### config.mk
export PLATFORM = sky130hd
export DESIGN_NAME = first_fit_slot_allocator
export DESIGN_NICKNAME = d
export VERILOG_FILES = /design/src/rtl/core/ffsa_pkg.sv /design/src/rtl/core/ffsa_usage_mem.sv /design/src/rtl/core/ffsa_ctrl.sv /design/src/rtl/core/first_fit_slot_allocator.sv
export VERILOG_INCLUDE_DIRS = /design/src /design/src/rtl/core
export SDC_FILE = /design/constraint.sdc
export NUM_CORES = 1
export LEC_CHECK = 0
export BUFFER_PORTS_ARGS = -buffer_cell sky130_fd_sc_hd__clkbuf_2
export CAP_MARGIN = 25
export CORE_MARGIN = 1.5
export CORE_UTILIZATION = 55
export DETAILED_ROUTE_END_ITERATION = 12
export PLACE_DENSITY = 0.82
export SLEW_MARGIN = 20
export SYNTH_ARGS = -nofsm -noshare
export SYNTH_HDL_FRONTEND = slang
export SYNTH_HIERARCHICAL = 1
export SYNTH_SLANG_ARGS = --single-unit
### constraint.sdc
create_clock -name clk -period 14.9 [get_ports clk]
set_input_delay 0.745 -clock clk [delete_from_list [all_inputs] [get_ports clk]]
set_output_delay 0.745 -clock clk [all_outputs]
set_load 0.01 [all_outputs]
### src/rtl/core/first_fit_slot_allocator_macros.svh
// ----------------------------------------------------------------------------
// first_fit_slot_allocator_macros
// Assertion helpers shared by the allocator modules.
// ----------------------------------------------------------------------------
`ifndef FIRST_FIT_SLOT_ALLOCATOR_MACROS_SVH
`define FIRST_FIT_SLOT_ALLOCATOR_MACROS_SVH

// same-cycle implication
`define FFSA_ASSERT_NOW(label, ante, cons) \
  label: assert property (@(posedge clk) disable iff (rst) (ante) |-> (cons)) \
    else $error("ffsa assertion failed");

// next-cycle implication
`define FFSA_ASSERT_NEXT(label, ante, cons) \
  label: assert property (@(posedge clk) disable iff (rst) (ante) |=> (cons)) \
    else $error("ffsa assertion failed");

`endif

### src/rtl/core/ffsa_pkg.sv
// ----------------------------------------------------------------------------
// ffsa_pkg
// Shared constants and types of the first-fit slot allocator.
// ----------------------------------------------------------------------------
`default_nettype none

package ffsa_pkg;

  localparam int MAX_SLOTS_DEF = 16;

  localparam int WEIGHT_W = 10;
  localparam int SLOT_W   = 5;
  localparam int STATUS_W = 2;

  // request kinds
  localparam logic OP_PLACE = 1'b0;
  localparam logic OP_CLEAR = 1'b1;

  // result status codes
  localparam logic [STATUS_W-1:0] ST_PLACED  = 2'd0;
  localparam logic [STATUS_W-1:0] ST_NO_FIT  = 2'd1;
  localparam logic [STATUS_W-1:0] ST_SKIPPED = 2'd2;
  localparam logic [STATUS_W-1:0] ST_CLEARED = 2'd3;

  // configuration register indexes
  localparam logic CFG_NUM_SLOTS     = 1'b0;
  localparam logic CFG_SLOT_CAPACITY = 1'b1;

  localparam logic [SLOT_W-1:0]   NUM_SLOTS_RST     = 5'd16;
  localparam logic [WEIGHT_W-1:0] SLOT_CAPACITY_RST = 10'd18;

  typedef struct packed {
    logic we;
    logic clear;
  } mem_ctl_t;

endpackage

`default_nettype wire

### src/rtl/core/ffsa_usage_mem.sv
// ----------------------------------------------------------------------------
// ffsa_usage_mem
// Slot usage memory: one write, one registered read, per-entry valid bits
// cleared at once by reset or a clear request.
// ----------------------------------------------------------------------------
`default_nettype none
`include "first_fit_slot_allocator_macros.svh"

module ffsa_usage_mem #(
  parameter int MAX_SLOTS = ffsa_pkg::MAX_SLOTS_DEF,
  parameter int AW        = (MAX_SLOTS > 1) ? $clog2(MAX_SLOTS) : 1
) (
  input  wire                             clk,
  input  wire                             rst,
  input  ffsa_pkg::mem_ctl_t              ctl,
  input  wire  [AW-1:0]                   raddr,
  input  wire  [AW-1:0]                   waddr,
  input  wire  [ffsa_pkg::WEIGHT_W-1:0]   wdata,
  output logic [ffsa_pkg::WEIGHT_W-1:0]   rdata
);

  logic [ffsa_pkg::WEIGHT_W-1:0] mem [MAX_SLOTS];
  logic [MAX_SLOTS-1:0]          valid;

  always_ff @(posedge clk) begin
    if (ctl.we) begin
      mem[waddr] <= wdata;
    end
    rdata <= valid[raddr] ? mem[raddr] : '0;
  end

  always_ff @(posedge clk) begin
    if (rst || ctl.clear) begin
      valid <= '0;
    end else if (ctl.we) begin
      valid[waddr] <= 1'b1;
    end
  end

  `FFSA_ASSERT_NOW(a_we_clear_excl, ctl.we, !ctl.clear)
  `FFSA_ASSERT_NEXT(a_clear_empties, ctl.clear, valid == '0)
  `FFSA_ASSERT_NEXT(a_write_marks, ctl.we, valid[$past(waddr)])

endmodule

`default_nettype wire

### src/rtl/core/ffsa_ctrl.sv
// ----------------------------------------------------------------------------
// ffsa_ctrl
// Search sequencer: walks slots from the start slot, one usage read per
// cycle, writes the chosen slot back and keeps the plan state.
// ----------------------------------------------------------------------------
`default_nettype none
`include "first_fit_slot_allocator_macros.svh"

module ffsa_ctrl #(
  parameter int MAX_SLOTS = ffsa_pkg::MAX_SLOTS_DEF,
  parameter int AW        = (MAX_SLOTS > 1) ? $clog2(MAX_SLOTS) : 1
) (
  input  wire                             clk,
  input  wire                             rst,
  input  wire                             in_valid,
  output logic                            in_ready,
  input  wire                             op,
  input  wire  [ffsa_pkg::WEIGHT_W-1:0]   item_weight,
  input  wire  [ffsa_pkg::SLOT_W-1:0]     earliest_slot,
  input  wire  [ffsa_pkg::SLOT_W-1:0]     num_slots,
  input  wire  [ffsa_pkg::WEIGHT_W-1:0]   slot_capacity,
  output ffsa_pkg::mem_ctl_t              mem_ctl,
  output logic [AW-1:0]                   raddr,
  output logic [AW-1:0]                   waddr,
  output logic [ffsa_pkg::WEIGHT_W-1:0]   wdata,
  input  wire  [ffsa_pkg::WEIGHT_W-1:0]   rdata,
  output logic                            res_valid,
  input  wire                             res_ready,
  output logic [ffsa_pkg::SLOT_W-1:0]     res_slot,
  output logic [ffsa_pkg::STATUS_W-1:0]   res_status
);

  localparam int CWR = $clog2(MAX_SLOTS + 2);
  localparam int CW  = (CWR > ffsa_pkg::SLOT_W) ? CWR : ffsa_pkg::SLOT_W;
  localparam logic [CW-1:0] ONE  = CW'(1);
  localparam logic [CW-1:0] MAXS = CW'(MAX_SLOTS);

  typedef enum logic [1:0] {IDLE, SEARCH, RESULT} state_t;

  state_t                        state;
  logic [CW-1:0]                 t;
  logic [CW-1:0]                 current_slot;
  logic                          failed;
  logic [ffsa_pkg::WEIGHT_W-1:0] weight;

  logic [CW-1:0]                 ns_ext;
  logic [CW-1:0]                 total;
  logic [CW-1:0]                 lo;
  logic [CW-1:0]                 t0;
  logic [CW-1:0]                 t0_m1;
  logic [CW-1:0]                 t_m1;
  logic [CW-1:0]                 t_inc;
  logic [ffsa_pkg::WEIGHT_W:0]   sum;
  logic                          fits;
  logic                          accept;

  always_comb begin
    ns_ext = CW'(num_slots);
    if (ns_ext == '0) begin
      total = ONE;
    end else if (ns_ext > MAXS) begin
      total = MAXS;
    end else begin
      total = ns_ext;
    end
    lo     = (earliest_slot == '0) ? ONE : CW'(earliest_slot);
    t0     = (lo < current_slot) ? current_slot : lo;
    t0_m1  = t0 - ONE;
    t_m1   = t - ONE;
    t_inc  = t + ONE;
    sum    = {1'b0, rdata} + {1'b0, weight};
    fits   = (sum <= {1'b0, slot_capacity});
    accept = in_valid && in_ready;
  end

  assign in_ready      = (state == IDLE);
  assign res_valid     = (state == RESULT);
  assign raddr         = (state == IDLE) ? t0_m1[AW-1:0] : t[AW-1:0];
  assign waddr         = t_m1[AW-1:0];
  assign wdata         = sum[ffsa_pkg::WEIGHT_W-1:0];
  assign mem_ctl.we    = (state == SEARCH) && fits;
  assign mem_ctl.clear = accept && (op == ffsa_pkg::OP_CLEAR);

  always_ff @(posedge clk) begin
    if (rst) begin
      state        <= IDLE;
      current_slot <= ONE;
      failed       <= 1'b0;
    end else begin
      unique case (state)
        IDLE: begin
          if (accept) begin
            weight <= item_weight;
            t      <= t0;
            priority if (op == ffsa_pkg::OP_CLEAR) begin
              current_slot <= ONE;
              failed       <= 1'b0;
              res_slot     <= '0;
              res_status   <= ffsa_pkg::ST_CLEARED;
              state        <= RESULT;
            end else if (failed) begin
              res_slot   <= '0;
              res_status <= ffsa_pkg::ST_SKIPPED;
              state      <= RESULT;
            end else if (t0 > total) begin
              failed     <= 1'b1;
              res_slot   <= '0;
              res_status <= ffsa_pkg::ST_NO_FIT;
              state      <= RESULT;
            end else begin
              state <= SEARCH;
            end
          end
        end
        SEARCH: begin
          if (fits) begin
            current_slot <= (sum >= {1'b0, slot_capacity}) ? t_inc : t;
            res_slot     <= t[ffsa_pkg::SLOT_W-1:0];
            res_status   <= ffsa_pkg::ST_PLACED;
            state        <= RESULT;
          end else if (t_inc > total) begin
            failed     <= 1'b1;
            res_slot   <= '0;
            res_status <= ffsa_pkg::ST_NO_FIT;
            state      <= RESULT;
          end else begin
            t <= t_inc;
          end
        end
        RESULT: begin
          if (res_ready) begin
            state <= IDLE;
          end
        end
        default: state <= IDLE;
      endcase
    end
  end

  `FFSA_ASSERT_NOW(a_no_write_failed, failed, !mem_ctl.we)
  `FFSA_ASSERT_NOW(a_cur_range, 1'b1, current_slot >= ONE && current_slot <= MAXS + ONE)
  `FFSA_ASSERT_NEXT(a_write_gives_placed, mem_ctl.we,
                    state == RESULT && res_status == ffsa_pkg::ST_PLACED)

endmodule

`default_nettype wire

### src/rtl/core/first_fit_slot_allocator.sv
// ----------------------------------------------------------------------------
// first_fit_slot_allocator
// First-fit placement of weighted items into capacity-limited slots.
// ----------------------------------------------------------------------------
// Usage:
//   Requests enter on s_tvalid/s_tready: s_tuser is the op (place or clear),
//   s_tdata carries the item weight and earliest slot. One result per
//   request leaves on m_tvalid/m_tready: m_tdata is the assigned slot,
//   m_tuser the status.
//   A clear, a skipped request or an out-of-range start goes from acceptance
//   straight to the result state; a place request first searches the slots,
//   inspecting at most the slot count of them, the search walking the
//   usage memory at one read per cycle. Requests are handled one at a time.
//   The result sits in an output register, so the next request is taken
//   while it waits; a stalled receiver holds it and stops the sequencer at
//   its next result. Reset empties all slots at once, sets the start slot to
//   1, clears the failed flag and loads the register defaults (16 slots,
//   capacity 18). cfg_wen writes cfg_wdata to register cfg_index (0 slot count,
//   1 capacity); the user writes only while idle, the block does not enforce it.
// ----------------------------------------------------------------------------
`default_nettype none

module first_fit_slot_allocator #(
  parameter int MAX_SLOTS = ffsa_pkg::MAX_SLOTS_DEF
) (
  input  wire         clk,
  input  wire         rst,
  input  wire         s_tvalid,
  output logic        s_tready,
  input  wire  [15:0] s_tdata,   // [9:0] item_weight, [14:10] earliest_slot
  input  wire         s_tuser,   // [0] op
  output logic        m_tvalid,
  input  wire         m_tready,
  output logic [7:0]  m_tdata,   // [4:0] assigned_slot
  output logic [1:0]  m_tuser,   // [1:0] status
  input  wire         cfg_wen,
  input  wire         cfg_index,
  input  wire  [9:0]  cfg_wdata
);

  localparam int AW = (MAX_SLOTS > 1) ? $clog2(MAX_SLOTS) : 1;

  logic [ffsa_pkg::SLOT_W-1:0]   num_slots;
  logic [ffsa_pkg::WEIGHT_W-1:0] slot_capacity;

  ffsa_pkg::mem_ctl_t            mem_ctl;
  logic [AW-1:0]                 raddr;
  logic [AW-1:0]                 waddr;
  logic [ffsa_pkg::WEIGHT_W-1:0] wdata;
  logic [ffsa_pkg::WEIGHT_W-1:0] rdata;
  logic                          res_valid;
  logic                          res_ready;
  logic [ffsa_pkg::SLOT_W-1:0]   res_slot;
  logic [ffsa_pkg::STATUS_W-1:0] res_status;

  always_ff @(posedge clk) begin
    if (rst) begin
      num_slots     <= ffsa_pkg::NUM_SLOTS_RST;
      slot_capacity <= ffsa_pkg::SLOT_CAPACITY_RST;
    end else if (cfg_wen) begin
      unique case (cfg_index)
        ffsa_pkg::CFG_NUM_SLOTS:     num_slots     <= cfg_wdata[ffsa_pkg::SLOT_W-1:0];
        ffsa_pkg::CFG_SLOT_CAPACITY: slot_capacity <= cfg_wdata;
        default: ;
      endcase
    end
  end

  assign res_ready = !m_tvalid || m_tready;

  always_ff @(posedge clk) begin
    if (rst) begin
      m_tvalid <= 1'b0;
    end else if (res_ready) begin
      m_tvalid <= res_valid;
    end
  end

  always_ff @(posedge clk) begin
    if (res_ready && res_valid) begin
      m_tdata <= {3'b000, res_slot};
      m_tuser <= res_status;
    end
  end

  ffsa_ctrl #(
    .MAX_SLOTS (MAX_SLOTS),
    .AW        (AW)
  ) u_ctrl (
    .clk           (clk),
    .rst           (rst),
    .in_valid      (s_tvalid),
    .in_ready      (s_tready),
    .op            (s_tuser),
    .item_weight   (s_tdata[9:0]),
    .earliest_slot (s_tdata[14:10]),
    .num_slots     (num_slots),
    .slot_capacity (slot_capacity),
    .mem_ctl       (mem_ctl),
    .raddr         (raddr),
    .waddr         (waddr),
    .wdata         (wdata),
    .rdata         (rdata),
    .res_valid     (res_valid),
    .res_ready     (res_ready),
    .res_slot      (res_slot),
    .res_status    (res_status)
  );

  ffsa_usage_mem #(
    .MAX_SLOTS (MAX_SLOTS),
    .AW        (AW)
  ) u_mem (
    .clk   (clk),
    .rst   (rst),
    .ctl   (mem_ctl),
    .raddr (raddr),
    .waddr (waddr),
    .wdata (wdata),
    .rdata (rdata)
  );

endmodule

`default_nettype wire
==> flow_summary.toml <==
[status]
status = "complete, no violations"

[min_path]
hold_class = "in -> reg"

[route]
drc = 0
antenna_left = 0
drtPass1Iterations = 5
routed-wl-met3_um = 1700
drt_iter0_drc = 546
wl_met2_um = 11900
drt-total-wl_um = 23200
routed.top_layer = "met4"
wirelength_met1_um = 9000
wl_per_cell_um = 23.1
vias_per_cell = 6.18
vias = 6228

[worst_setup_path]
start_kind = "flip-flop"
endpoint_kind = "flip-flop"
r2r_cells = 18
reg2reg_slack_ns = 8.87
cp-startpoint = "u_ctrl/weight[0]"
endpoint = "u_mem/mem[1][2]"
critical_path.max_fanout = 11
cp.required_ns = 15.04
arrival_ns = 6.17
timing.rr.start = "u_ctrl/weight[0]"
crit_type = "reg -> reg"
rr_endpoint = "u_mem/mem[1][2]"

[cts]
cts.clk_slew.worst_paths_ns = 0.06
post-cts-setup-buffers = 0
clkLatencyLatePin_ns = 0.52
clock_path_buffers = 3
ctsRootBufferMaster = "clkbuf_16"
numCtsBuffers = 24
cts_num_sinks = 239
cts_tree = "done"
ctsResizeCount = 0
ctsHoldBuffers = 0
htreeDepth = 1

[synth]
syn_avg_cell_area_um2 = 15.0
syn_inst = 696
ys.flop_type = "edfxtp_1"
yosys_warnings = 6
ys_ff_latch = 239
synth_cell_types = 67
syn_area_um2 = 10400
synth_edf_count = 189
yosysSeqAreaShare_pct = 64.0
async_reset_ff_share_pct = 0

[timing]
finalSetupTns_ns = 0
setup_viol = 0
rsz0062_at_grt = "no"
finalClockSkew_ns = 0.0190
max_freq_mhz = 166
slew-limit-headroom_pct = 30.6
period_needed_ns = 6.03
maxSlewViolCount = 0
finalHoldViolCount = 0
worst-slew-pin-transition_ns = 1.03
period_share_pct = 40.5

[placed_design]
hpwl_um = 14800
dp_cells = 962
port-buffer-count = 40
gp_congestion = 0.914

[finish]
n_fill_cell = 1283
final_cells = 1007
drive_gt1_share_pct = 23.0
syn_to_final_growth_pct = 13.9
diodes = 0
final_nets = 825

[global_routing]
grt_first_pass_wirelength_um = 35800
grt.total_usage_pct = 24.0
antenna_found_initial = 0
grt_pass1_vias = 6423
grt.overflow.total = 0
grt_max_degree = 45

[die]
io_pins = 45
die-area_um2 = 19800
die_y_um = 141
die_w_um = 141
fp.coreArea_um2 = 18600
rows = 50
start_util_pct = 55.9

[pwr]
p_total_mw = 1.65
power.density_nw_per_um2 = 139
power_leakage_nw = 4.20
vdd_drop_max_v = 0.0000833

[job]
drv_cap = 0
==> per-layer routing <==
metal | global-route usage (%) | vias to the layer above
met4 | 8.28 | 0
met2 | 42.3 | 296
met5 | 0 | -
met1 | 30.5 | 3101
li1 | - | 2788
met3 | 3.91 | 43
==> flip-flops by register name, summed over array words and instances, names as in the netlist, 5 cells and up <==
signal	count
slot_capacity	10
u_ctrl/t	5
u_mem/valid	16
u_mem/rdata	10
num_slots	5
u_ctrl/current_slot	5
u_mem/mem	160
u_ctrl/weight	10
u_ctrl/res_slot	5
m_tdata	5
==> cells in the final DEF (no fill, tap or decap), types with 3 or more instances in the layout <==
cell type / Yosys / layout
nand3b_1: 3 / 3
bufinv_16: 0 / 7
mux2i_1: 9 / 9
a31oi_1: 5 / 5
a21bo_1: 3 / 3
a21oi_2: 2 / 3
dfxtp_1: 50 / 50
o21ai_0: 13 / 11
clkbuf_16: 0 / 24
and2_1: 9 / 9
nor2b_1: 9 / 9
a21o_1: 7 / 7
clkbuf_2: 0 / 40
ha_1: 36 / 36
buf_6: 5 / 3
mux4_2: 44 / 44
nand2_1: 20 / 20
nor3_1: 12 / 12
nor2_1: 36 / 34
xnor2_1: 13 / 12
o2bb2ai_1: 3 / 3
or3_1: 4 / 4
inv_1: 33 / 33
clkinvlp_4: 0 / 3
a21oi_1: 40 / 39
conb_1: 1 / 3
nand3_1: 17 / 17
nand2b_1: 16 / 16
xor2_1: 6 / 5
buf_4: 8 / 21
o21a_1: 20 / 20
a22oi_1: 20 / 20
edfxtp_1: 189 / 189
clkinv_2: 0 / 6
nor2_2: 1 / 3
==> cell type report <==
class | count | area [um^2] | share of cell area [%]
clock buffers | 25 | 614 | 5.17
clock inverters | 19 | 297 | 2.50
inverters | 34 | 128 | 1.07
multi-input cells | 392 | 3480 | 29.3
flip-flops and latches | 239 | 6680 | 56.2
well taps | 234 | 293 | 2.46
repair buffers | 64 | 392 | 3.30
==> cell usage after synthesis (all sizes together) (2+ instances only) <==
| library cell | instances | area, um^2 |
|---|---|---|
| a21bo | 5 | 50.1 |
| a31oi | 5 | 31.3 |
| nand3 | 17 | 85.1 |
| o2bb2ai | 3 | 26.3 |
| inv | 34 | 128 |
| o211ai | 3 | 27.5 |
| a21o | 7 | 52.6 |
| nand2 | 20 | 75.1 |
| clkbuf | 14 | 52.6 |
| a22o | 2 | 17.5 |
| nand2b | 16 | 100 |
| mux2i | 9 | 90.1 |
| a211oi | 3 | 27.5 |
| buf | 18 | 140 |
| a21oi | 42 | 218 |
| a22oi | 20 | 150 |
| nor4b | 2 | 23.8 |
| dfxtp | 50 | 1000 |
| xnor2 | 13 | 114 |
| mux4 | 44 | 991 |
| nand4 | 2 | 12.5 |
| nor3 | 13 | 70.1 |
| or3 | 4 | 25.0 |
| o21ai | 15 | 75.1 |
| and2 | 9 | 56.3 |
| ha | 36 | 450 |
| or2 | 2 | 12.5 |
| nor2b | 9 | 56.3 |
| nor3b | 2 | 15.0 |
| nand3b | 3 | 22.5 |
| nor4 | 3 | 31.3 |
| nor2 | 38 | 153 |
| xor2 | 6 | 52.6 |
| edfxtp | 189 | 5680 |
| o21a | 20 | 150 |
| o22ai | 2 | 12.5 |
==> worst min-delay path by stage <==
stage,start,endpoint,slack (ns),cells past startpoint
final,s_tdata[5],u_ctrl/weight[5],0.40,1
after detailed placement,u_ctrl/res_status[1],m_tuser[1],0.41,0
after global routing,s_tdata[7],u_ctrl/weight[7],0.39,1
after CTS,s_tdata[5],u_ctrl/weight[5],0.39,1
after global placement,u_ctrl/res_status[1],m_tuser[1],0.41,0
after floorplan,u_ctrl/res_slot[0],m_tdata[0],0.40,0
==> cell families after synthesis <==
logic type,count (synthesis),share of synthesized area (%)
compound gates,136,8.85
mux,54,10.5
flops,239,64.0
buf+inv,67,3.15
other cells,1,0.0360
xor+xnor,19,1.60
simple gates,143,7.37
fa+ha+maj,37,4.51
==> power by group <==
part	total, mW	internal [mW]	switching [mW]
clock network	0.680	0.424	0.256
registers	0.742	0.734	0.00756
logic	0.228	0.0956	0.132
==> critical path: stages, from the launching register on <==
cell      delay, ns
edfxtp_1       0.34
ha_1           0.18
inv_1          0.06
fa_1           0.40
nor2b_1        0.19
o31a_1         0.23
o21ai_0        0.10
nand2b_1       0.15
a31oi_1        0.12
xnor2_1        0.82
buf_4          0.30
ha_1           0.26
a21o_1         0.18
a21oi_1        0.24
nor3b_1        0.30
o211ai_2       0.25
nor2_2         0.41
or3b_2         0.55
nor2_2         0.58
==> through the flow <==
step	worst slack, ns	cell area (um^2)	utilization [%]	hold WS (ns)
after global routing	8.58	11900	63.7	0.389
after CTS	8.70	11900	63.6	0.386
after detailed placement	8.77	11000	58.7	0.407
after floorplan	9.76	10400	-	0.400
after global placement	8.86	10900	58.4	0.415
final	8.87	11900	63.7	0.398
Note: power is estimated with default switching activity, not from simulation.
